### config.mk
export PLATFORM = sky130hd
export DESIGN_NAME = up_down_stopwatch
export DESIGN_NICKNAME = d
export VERILOG_FILES = /design/src/hw/rtl/usw_pkg.sv /design/src/hw/rtl/usw_core.sv /design/src/hw/rtl/usw_split.sv /design/src/hw/rtl/up_down_stopwatch.sv
export VERILOG_INCLUDE_DIRS = /design/src /design/src/hw/rtl
export SDC_FILE = /design/constraint.sdc
export NUM_CORES = 1
export LEC_CHECK = 0
export BUFFER_PORTS_ARGS = -buffer_cell sky130_fd_sc_hd__buf_2
export CORE_ASPECT_RATIO = 0.6
export CORE_MARGIN = 1.5
export CORE_UTILIZATION = 40
export CTS_CLUSTER_DIAMETER = 30
export DETAILED_ROUTE_END_ITERATION = 7
export PLACE_DENSITY_LB_ADDON = 0.2
export SETUP_SLACK_MARGIN = 0.05
export SYNTH_ARGS = -nofsm -noshare
export SYNTH_HDL_FRONTEND = slang
export SYNTH_SLANG_ARGS = --single-unit
### constraint.sdc
create_clock -name clk -period 7.7 [get_ports clk]
set_clock_uncertainty 0.15 [all_clocks]
set_input_delay 0.77 -clock clk [delete_from_list [all_inputs] [get_ports clk]]
set_output_delay 0.77 -clock clk [all_outputs]
set_load 0.05 [all_outputs]
### src/hw/rtl/assert_macros.svh
// Assertion macros used by the stopwatch core (usw_core).
`ifndef ASSERT_MACROS_SVH
`define ASSERT_MACROS_SVH

// The property must hold at every clock edge outside reset.
`define ASSERT_ALWAYS(lbl, clk, rstn, prop, msg) \
	lbl: assert property (@(posedge clk) disable iff (!rstn) (prop)) else $error(msg);

// When the antecedent holds, the consequent must hold in the next cycle.
`define ASSERT_NEXT(lbl, clk, rstn, ante, cons, msg) \
	lbl: assert property (@(posedge clk) disable iff (!rstn) (ante) |=> (cons)) else $error(msg);

`endif

### src/hw/rtl/usw_pkg.sv
// Types, codes and constants shared by the stopwatch modules.
`timescale 1ns / 1ps

package usw_pkg;

	// Saturation limit of the up count, in tenths.
	localparam logic [15:0] COUNT_MAX = 16'hFFFF;
	// Preset after reset: twelve minutes.
	localparam logic [15:0] PRESET_RESET = 16'd7200;

	// Item kinds carried in tuser.
	localparam logic CMD_TICK    = 1'b0;
	localparam logic CMD_BUTTONS = 1'b1;

	// Bit positions of the button levels.
	localparam int BTN_START_STOP = 0;
	localparam int BTN_RESET      = 1;
	localparam int BTN_UP         = 2;
	localparam int BTN_DOWN       = 3;

	// Reciprocal constants for the digit split of a 16-bit value.
	localparam logic [16:0] RECIP_600 = 17'd111849;  // 2^26 / 600, rounded up
	localparam int          SHIFT_600 = 26;
	localparam logic [15:0] RECIP_10  = 16'd52429;   // 2^19 / 10, rounded up
	localparam int          SHIFT_10  = 19;

	typedef struct packed {
		logic       command;
		logic [3:0] btn;
	} item_t;

	typedef struct packed {
		logic en;     // pipeline advances this cycle
		logic valid;  // an item sits in the input register
	} ctl_t;

	typedef struct packed {
		logic [15:0] shown;
		logic        up;
		logic        run;
		logic        pin;
	} stat_t;

	typedef struct packed {
		logic [6:0] minutes;
		logic [5:0] seconds;
		logic [3:0] tenths;
		logic       up;
		logic       run;
		logic       pin;
	} disp_t;

endpackage

### src/hw/rtl/usw_core.sv
// Stopwatch state: button edge detection, tick handling and preset register.
`timescale 1ns / 1ps
`include "assert_macros.svh"

module usw_core import usw_pkg::*; (
	input  logic        clk,
	input  logic        arst_n,
	input  logic        cfg_we,
	input  logic [15:0] cfg_wdata,
	input  ctl_t        ctl,
	input  item_t       item,
	output stat_t       stat_s2
);

	logic [15:0] preset_q;
	logic        running_q, armed_q, up_q, pin_q;
	logic [15:0] elapsed_q, shown_q;
	logic [3:0]  prev_q;

	logic        run_d, armed_d, up_d, pin_d;
	logic [15:0] elapsed_d, shown_d;
	logic [3:0]  prev_d;
	logic [3:0]  rise;
	logic [16:0] next_cnt;

	always_comb begin
		run_d     = running_q;
		armed_d   = armed_q;
		up_d      = up_q;
		pin_d     = pin_q;
		elapsed_d = elapsed_q;
		shown_d   = shown_q;
		prev_d    = prev_q;
		rise      = item.btn & ~prev_q;
		next_cnt  = {1'b0, elapsed_q} + 17'd1;
		if (item.command == CMD_BUTTONS) begin
			// Buttons act in a fixed order within one sample.
			if (rise[BTN_START_STOP]) begin
				armed_d = 1'b0;
				run_d   = !run_d;
			end
			if (rise[BTN_RESET]) begin
				armed_d = 1'b1;
				run_d   = 1'b0;
			end
			if (rise[BTN_UP] && !run_d) begin
				up_d    = 1'b1;
				armed_d = 1'b1;
			end
			if (rise[BTN_DOWN] && !run_d) begin
				up_d    = 1'b0;
				armed_d = 1'b1;
			end
			prev_d = item.btn;
		end else begin
			if (running_q) begin
				pin_d = !pin_q;
				if (up_q) begin
					if (elapsed_q < COUNT_MAX) begin
						elapsed_d = next_cnt[15:0];
					end else begin
						elapsed_d = COUNT_MAX;
					end
					shown_d = elapsed_d;
				end else begin
					// The countdown reloads the preset where it would reach zero.
					if (next_cnt >= {1'b0, preset_q}) begin
						elapsed_d = '0;
						shown_d   = preset_q;
					end else begin
						elapsed_d = next_cnt[15:0];
						shown_d   = preset_q - next_cnt[15:0];
					end
				end
			end else begin
				pin_d = 1'b0;
			end
			if (armed_q) begin
				pin_d     = 1'b0;
				elapsed_d = '0;
				shown_d   = up_q ? 16'd0 : preset_q;
			end
		end
	end

	always_ff @(posedge clk or negedge arst_n) begin
		if (!arst_n) begin
			preset_q <= PRESET_RESET;
		end else if (cfg_we) begin
			preset_q <= cfg_wdata;
		end
	end

	always_ff @(posedge clk or negedge arst_n) begin
		if (!arst_n) begin
			running_q <= 1'b0;
			armed_q   <= 1'b0;
			up_q      <= 1'b1;
			pin_q     <= 1'b0;
			elapsed_q <= '0;
			shown_q   <= '0;
			prev_q    <= '0;
		end else if (ctl.en && ctl.valid) begin
			running_q <= run_d;
			armed_q   <= armed_d;
			up_q      <= up_d;
			pin_q     <= pin_d;
			elapsed_q <= elapsed_d;
			shown_q   <= shown_d;
			prev_q    <= prev_d;
		end
	end

	always_ff @(posedge clk) begin
		if (ctl.en && ctl.valid) begin
			stat_s2.shown <= shown_d;
			stat_s2.up    <= up_d;
			stat_s2.run   <= run_d;
			stat_s2.pin   <= pin_d;
		end
	end

	`ASSERT_ALWAYS(a_run_not_armed, clk, arst_n, running_q |-> !armed_q, "running with reset armed")
	`ASSERT_NEXT(a_stop_pin_low, clk, arst_n, ctl.en && ctl.valid && item.command == CMD_TICK && !running_q, !pin_q, "pin not low after a stopped tick")
	`ASSERT_NEXT(a_btn_keeps_shown, clk, arst_n, ctl.en && ctl.valid && item.command == CMD_BUTTONS, $stable(shown_q), "button sample changed shown value")

endmodule

### src/hw/rtl/usw_split.sv
// Two-stage split of the shown value into minutes, seconds and tenths.
`timescale 1ns / 1ps

module usw_split import usw_pkg::*; (
	input  logic  clk,
	input  logic  en,
	input  stat_t stat_s2,
	output disp_t disp_s4
);

	logic [32:0] prod600;
	logic [31:0] prod10;
	logic [6:0]  min_s3;
	logic [12:0] q10_s3;
	stat_t       stat_s3;
	logic [12:0] sec_full;
	logic [15:0] ten_full;

	// Reciprocal multiplies; both quotients are exact for any 16-bit value.
	assign prod600 = {17'd0, stat_s2.shown} * {16'd0, RECIP_600};
	assign prod10  = {16'd0, stat_s2.shown} * {16'd0, RECIP_10};

	always_ff @(posedge clk) begin
		if (en) begin
			min_s3  <= prod600[SHIFT_600 + 6:SHIFT_600];
			q10_s3  <= prod10[SHIFT_10 + 12:SHIFT_10];
			stat_s3 <= stat_s2;
		end
	end

	// Remainders by constant multiply and subtract.
	assign sec_full = q10_s3 - ({6'd0, min_s3} * 13'd60);
	assign ten_full = stat_s3.shown - ({3'd0, q10_s3} * 16'd10);

	always_ff @(posedge clk) begin
		if (en) begin
			disp_s4.minutes <= min_s3;
			disp_s4.seconds <= sec_full[5:0];
			disp_s4.tenths  <= ten_full[3:0];
			disp_s4.up      <= stat_s3.up;
			disp_s4.run     <= stat_s3.run;
			disp_s4.pin     <= stat_s3.pin;
		end
	end

endmodule

### src/hw/rtl/up_down_stopwatch.sv
// Top level of the up/down stopwatch with preset: stream ports and pipeline control.
`timescale 1ns / 1ps

// Channel    Direction  Beat contents
// s_*        in         tuser: command (0 tick, 1 button sample); tdata: four button levels
// m_*        out        tdata: minutes, seconds, tenths, counting_up, is_running, pin_out
// cfg_*      in         preset_tenths, written when cfg_we is high
//
// Every beat passes four register stages: the input register, the state update, the
// reciprocal multiplies of the digit split and the remainder stage that feeds m_tdata.
// A beat is taken in every cycle in which s_tready is high.
// The whole pipeline moves together: while m_tvalid is high and m_tready is low, every
// stage holds and s_tready is low. Reset clears the state, the valid bits and the preset
// to 7200 tenths; the first beat can be taken in the first cycle after reset.

module up_down_stopwatch import usw_pkg::*; (
	input  logic        clk,
	input  logic        arst_n,
	// Input stream.
	input  logic        s_tvalid,
	output logic        s_tready,
	input  logic [7:0]  s_tdata,   // [0] btn_start_stop, [1] btn_reset, [2] btn_up,
	                               // [3] btn_down, [7:4] zero
	input  logic        s_tuser,   // [0] command
	// Result stream.
	output logic        m_tvalid,
	input  logic        m_tready,
	output logic [23:0] m_tdata,   // [6:0] minutes, [12:7] seconds, [16:13] tenths,
	                               // [17] counting_up, [18] is_running, [19] pin_out,
	                               // [23:20] zero
	// Configuration.
	input  logic        cfg_we,
	input  logic [15:0] cfg_wdata
);

	logic  en;
	logic  valid_s1, valid_s2, valid_s3;
	item_t item_s1;
	ctl_t  ctl;
	stat_t stat_s2;
	disp_t disp_s4;

	// The pipeline advances whenever the output register is empty or being emptied.
	assign en       = !m_tvalid || m_tready;
	assign s_tready = en;

	always_ff @(posedge clk or negedge arst_n) begin
		if (!arst_n) begin
			valid_s1 <= 1'b0;
			valid_s2 <= 1'b0;
			valid_s3 <= 1'b0;
			m_tvalid <= 1'b0;
		end else if (en) begin
			valid_s1 <= s_tvalid;
			valid_s2 <= valid_s1;
			valid_s3 <= valid_s2;
			m_tvalid <= valid_s3;
		end
	end

	// Input register: payload needs no reset.
	always_ff @(posedge clk) begin
		if (en && s_tvalid) begin
			item_s1.command <= s_tuser;
			item_s1.btn     <= s_tdata[3:0];
		end
	end

	assign ctl.en    = en;
	assign ctl.valid = valid_s1;

	usw_core u_core (
		.clk       (clk),
		.arst_n    (arst_n),
		.cfg_we    (cfg_we),
		.cfg_wdata (cfg_wdata),
		.ctl       (ctl),
		.item      (item_s1),
		.stat_s2   (stat_s2)
	);

	usw_split u_split (
		.clk     (clk),
		.en      (en),
		.stat_s2 (stat_s2),
		.disp_s4 (disp_s4)
	);

	assign m_tdata = {4'd0, disp_s4.pin, disp_s4.run, disp_s4.up,
	                  disp_s4.tenths, disp_s4.seconds, disp_s4.minutes};

endmodule
==> flow_summary.html <==
<table>
<tr><th>Metric</th><th>Value</th></tr>
<tr><th colspan="2">Logic synthesis</th></tr>
<tr><td>Proportion of register bits with asynchronous set or reset after synthesis</td><td>48.4%</td></tr>
<tr><td>Count of warnings emitted by yosys</td><td>0</td></tr>
<tr><td>Portion of synthesized cell area occupied by the leading cell type</td><td>23.4%</td></tr>
<tr><td>Post-Synthesis Cells</td><td>1450</td></tr>
<tr><td>Most instantiated library cell after synthesis</td><td>sky130_fd_sc_hd__inv_1</td></tr>
<tr><td>Largest cells by area after synthesis</td><td>sky130_fd_sc_hd__fa_1 23%, sky130_fd_sc_hd__ha_1 21%, sky130_fd_sc_hd__edfxtp_1 13%</td></tr>
<tr><td>Mapped cell area</td><td>14900 um2</td></tr>
<tr><td>Total of flip-flops plus latches after synthesis</td><td>124</td></tr>
<tr><td>Number of flops mapped to enable cells by yosys</td><td>64</td></tr>
<tr><td>Most numerous cell types in the synthesized netlist</td><td>330 x sky130_fd_sc_hd__inv_1, 253 x sky130_fd_sc_hd__ha_1, 174 x sky130_fd_sc_hd__fa_1</td></tr>
<tr><td>Part of the Yosys area used for sequential elements</td><td>23.0%</td></tr>
<tr><td>Predominant post-synthesis flop cell</td><td>sky130_fd_sc_hd__edfxtp_1</td></tr>
<tr><td>Syn Area/Cell</td><td>slightly above 10 um2</td></tr>
<tr><td>Cell accounting for the most synthesized area</td><td>sky130_fd_sc_hd__fa_1</td></tr>
<tr><td>Count of cell types in the netlist</td><td>75</td></tr>
<tr><th colspan="2">STA</th></tr>
<tr><td>Min Clock Period, post-route</td><td>6.76 ns</td></tr>
<tr><td>Sum of negative setup slack</td><td>0 ns</td></tr>
<tr><td>Final worst slack</td><td>between 0.9 and 1 ns</td></tr>
<tr><td>Headroom to the max-slew limit</td><td>around 37%</td></tr>
<tr><td>Count of pins over their slew limit</td><td>0</td></tr>
<tr><td>Crit share post-route</td><td>87.8%</td></tr>
<tr><td>Total count of hold-check failures in the final report</td><td>0</td></tr>
<tr><td>Maximum clock rate</td><td>148 MHz</td></tr>
<tr><td>Setup-failing EPs final</td><td>0</td></tr>
<tr><td>Slew at the pin with the worst max-slew slack</td><td>approximately 0.94 ns</td></tr>
<tr><td>Unrepaired setup endpoints after global routing</td><td>no</td></tr>
<tr><th colspan="2">Critical path</th></tr>
<tr><td>Critical path's most frequent cell</td><td>sky130_fd_sc_hd__fa_1</td></tr>
<tr><td>Largest stage delay on the critical path</td><td>approximately 0.82 ns</td></tr>
<tr><td>Chain of cells forming the critical path</td><td>fa_1 &gt; fa_1 &gt; inv_1 &gt; fa_1 &gt; fa_1 &gt; inv_1 &gt; fa_1 &gt; inv_1 &gt; fa_1 &gt; inv_1 &gt; ha_1 &gt; a21o_1 &gt; a21oi_1 &gt; o2111ai_1 &gt; o31a_1 &gt; o22ai_2 &gt; o21ai_0 &gt; o41ai_1 &gt; xnor2_1</td></tr>
<tr><td>Total stage count of the critical path</td><td>19</td></tr>
<tr><td>Worst setup path class</td><td>register to register</td></tr>
<tr><td>Kind of end point of the critical path</td><td>register</td></tr>
<tr><td>Number of cells on the worst reg-to-reg path</td><td>19</td></tr>
<tr><td>Data arrival time of the critical path</td><td>6.79 ns</td></tr>
<tr><td>Required time reported for the critical path endpoint</td><td>7.72 ns</td></tr>
<tr><td>Standard cell with the maximum stage delay on the critical path</td><td>sky130_fd_sc_hd__edfxtp_1</td></tr>
<tr><td>Critical-path maximum fanout</td><td>9</td></tr>
<tr><td>Crit-path leading delay family</td><td>adder cells</td></tr>
<tr><td>Startpoint kind of the worst setup timing path</td><td>register</td></tr>
<tr><td>Buffers plus inverters on the worst setup path</td><td>4</td></tr>
<tr><th colspan="2">Die</th></tr>
<tr><td>Core area</td><td>~36000 um2</td></tr>
<tr><td>Initial standard-cell utilization of the core</td><td>40.8%</td></tr>
<tr><td>Die width</td><td>252 um</td></tr>
<tr><td>Y dimension of the die</td><td>153 um</td></tr>
<tr><td>Area of the die</td><td>approximately 38000 um2</td></tr>
<tr><td># rows</td><td>54</td></tr>
<tr><td>I/O pin cnt</td><td>56</td></tr>
<tr><th colspan="2">CTS</th></tr>
<tr><td>Clock-pin slew reported for the worst setup and hold paths after clock tree synthesis</td><td>0.06 ns</td></tr>
<tr><td>CTS tree</td><td>built</td></tr>
<tr><td>Setup Buffers After CTS</td><td>0</td></tr>
<tr><td>Count of cells resized by post-cts repair</td><td>0</td></tr>
<tr><td>Clock Tree Buf Depth</td><td>2</td></tr>
<tr><td>Clk root buf</td><td>sky130_fd_sc_hd__clkbuf_16</td></tr>
<tr><td>Latest clock arrival within the worst-skew pair</td><td>0.43 ns</td></tr>
<tr><td>CTS Sinks</td><td>124</td></tr>
<tr><td>CTS H-Tree Depth</td><td>4</td></tr>
<tr><td>Number of buffers added by the clock tree synthesis step</td><td>17</td></tr>
<tr><td>Number of hold-repair buffers added at the cts stage</td><td>0</td></tr>
<tr><th colspan="2">Layout</th></tr>
<tr><td>Share of cells above drive strength 1</td><td>8.49%</td></tr>
<tr><td>Area growth syn-to-layout</td><td>9.17%</td></tr>
<tr><td>Number of antenna cells inserted</td><td>0</td></tr>
<tr><td>Net count reported at finish</td><td>1951</td></tr>
<tr><td>Post-layout util</td><td>44.6%</td></tr>
<tr><th colspan="2">GRT</th></tr>
<tr><td>Combined global-route utilization of all metal layers</td><td>20.6%</td></tr>
<tr><td>Overall overflow remaining after global route</td><td>0</td></tr>
<tr><td>Largest net degree at the start of global routing</td><td>61</td></tr>
<tr><td>Antenna violations before repair</td><td>1</td></tr>
<tr><td>First-pass GRT wire length</td><td>60.1 mm</td></tr>
<tr><td>Vias in the first global route</td><td>10400</td></tr>
<tr><th colspan="2">Route</th></tr>
<tr><td>Total wire length after detailed routing</td><td>37.9 mm</td></tr>
<tr><td>Number of design rule violations left after detail routing</td><td>0</td></tr>
<tr><td>First-iteration detailed-routing DRC count</td><td>681</td></tr>
<tr><td>Post-detailed-route count of antenna-violating nets</td><td>0</td></tr>
<tr><td>Via density per instance</td><td>5.25</td></tr>
<tr><td>Drt first pass iters</td><td>5</td></tr>
<tr><td>Mean routed wirelength per cell</td><td>19.1 um</td></tr>
<tr><td>Overall via count from detail_route</td><td>10400</td></tr>
<tr><th colspan="2">Placement</th></tr>
<tr><td>Routability congestion estimate from global placement</td><td>0.896</td></tr>
<tr><td>HPWL reported at the end of detailed placement</td><td>30.8 mm</td></tr>
<tr><td>Count of input and output buffers</td><td>47</td></tr>
<tr><td>Place WS</td><td>about 1.0 ns</td></tr>
<tr><th colspan="2">Worst hold path</th></tr>
<tr><td>Cell depth of the worst min-delay path</td><td>0</td></tr>
<tr><td>Path category of the worst min-delay check</td><td>register to register</td></tr>
<tr><th colspan="2">Run status</th></tr>
<tr><td>Run status</td><td>finished, final reports clean</td></tr>
<tr><th colspan="2">Flow run</th></tr>
<tr><td>Max Cap Viol</td><td>0</td></tr>
</table>
[state kept, by name, summed over array words and instances (netlist names), 4 cells and up]
| signal | count |
|---|---|
| u_core.prev_q | 4 |
| u_core.preset_q | 16 |
| u_split.min_s3 | 7 |
| u_core.stat_s2 | 19 |
| u_core.elapsed_q | 16 |
| u_split.disp_s4 | 20 |
| item_s1 | 5 |
| u_core.shown_q | 16 |
| u_split.q10_s3 | 6 |
| u_split.stat_s3 | 7 |
[through the flow]
step	instance area (um2)	hold slack (ns)	instances
floorplan	14900	0.250	1453
global placement	15700	0.253	1951
detailed placement	15700	0.255	1951
CTS	16300	0.267	1983
global route	16300	0.273	1983
finish	16300	0.266	1983
[layout by cell type, fill, tap and decap left out, types with 7 or more instances in the layout]
cell type / instances
sky130_fd_sc_hd__xor2_1: 22
sky130_fd_sc_hd__buf_2: 47
sky130_fd_sc_hd__nor3_1: 11
sky130_fd_sc_hd__clkbuf_16: 19
sky130_fd_sc_hd__and2_1: 8
sky130_fd_sc_hd__a21oi_1: 45
sky130_fd_sc_hd__nand4_1: 12
sky130_fd_sc_hd__inv_1: 330
sky130_fd_sc_hd__a22oi_1: 17
sky130_fd_sc_hd__a21o_1: 21
sky130_fd_sc_hd__nand3_1: 20
sky130_fd_sc_hd__mux2_2: 7
sky130_fd_sc_hd__edfxtp_1: 64
sky130_fd_sc_hd__o21ai_0: 60
sky130_fd_sc_hd__a22o_1: 14
sky130_fd_sc_hd__dfrtp_1: 55
sky130_fd_sc_hd__a31oi_1: 10
sky130_fd_sc_hd__nor2_1: 32
sky130_fd_sc_hd__o21ai_1: 10
sky130_fd_sc_hd__nand2_1: 79
sky130_fd_sc_hd__and3_1: 13
sky130_fd_sc_hd__ha_1: 253
sky130_fd_sc_hd__buf_4: 13
sky130_fd_sc_hd__nor2b_1: 8
sky130_fd_sc_hd__fa_1: 174
sky130_fd_sc_hd__xnor2_1: 37
sky130_fd_sc_hd__nand2b_1: 8
sky130_fd_sc_hd__a32o_1: 7
[final cells by class]
class                      count  area, um2
fill                        3483      20200
inverter                     330       1240
clock inverter                11        131
tap                          476        596
timing repair buffer          60        333
sequential                   124       3430
multi-input combinational    961      10100
clock buffer                  21        483
[final timing paths]
kind	startpoint	end	slack, ns
max in group asynchronous	arst_n	u_core.preset_q[9]	6.44
worst max register to register	u_core.stat_s2[16]	u_split.min_s3[6]	0.94
min in group asynchronous	arst_n	u_core.preset_q[4]	0.35
worst max-delay path	u_core.stat_s2[16]	u_split.min_s3[6]	0.94
worst min register to register	u_split.min_s3[5]	u_split.disp_s4[18]	0.27
worst min-delay path	u_split.min_s3[5]	u_split.disp_s4[18]	0.27
[per-layer routing]
layer	routed length, um	global-route usage (%)	share of wire [%]	vias up
li1	-	-	-	4901
met1	20900	35.0	55	5125
met2	13400	24.8	35	369
met3	3260	5.71	8.6	21
met4	246	3.51	0.65	0
met5	0	0	0	-
[cell families after synthesis]
| logic type | after synthesis | synth area share, % |
|---|---|---|
| adder cells (fa/ha/maj) | 427 | 44.6 |
| buffers and inverters | 368 | 9.59 |
| AO/OA/AOI/OAI | 244 | 11.3 |
| AND/OR/NAND/NOR | 218 | 7.34 |
| flip-flops | 124 | 23.0 |
| XOR/XNOR | 59 | 3.47 |
| multiplexers | 9 | 0.663 |
| other | 1 | 0.0252 |
Power is not shown: default switching activity piles up to over one toggle a cycle in this logic, so the estimate is an artifact.
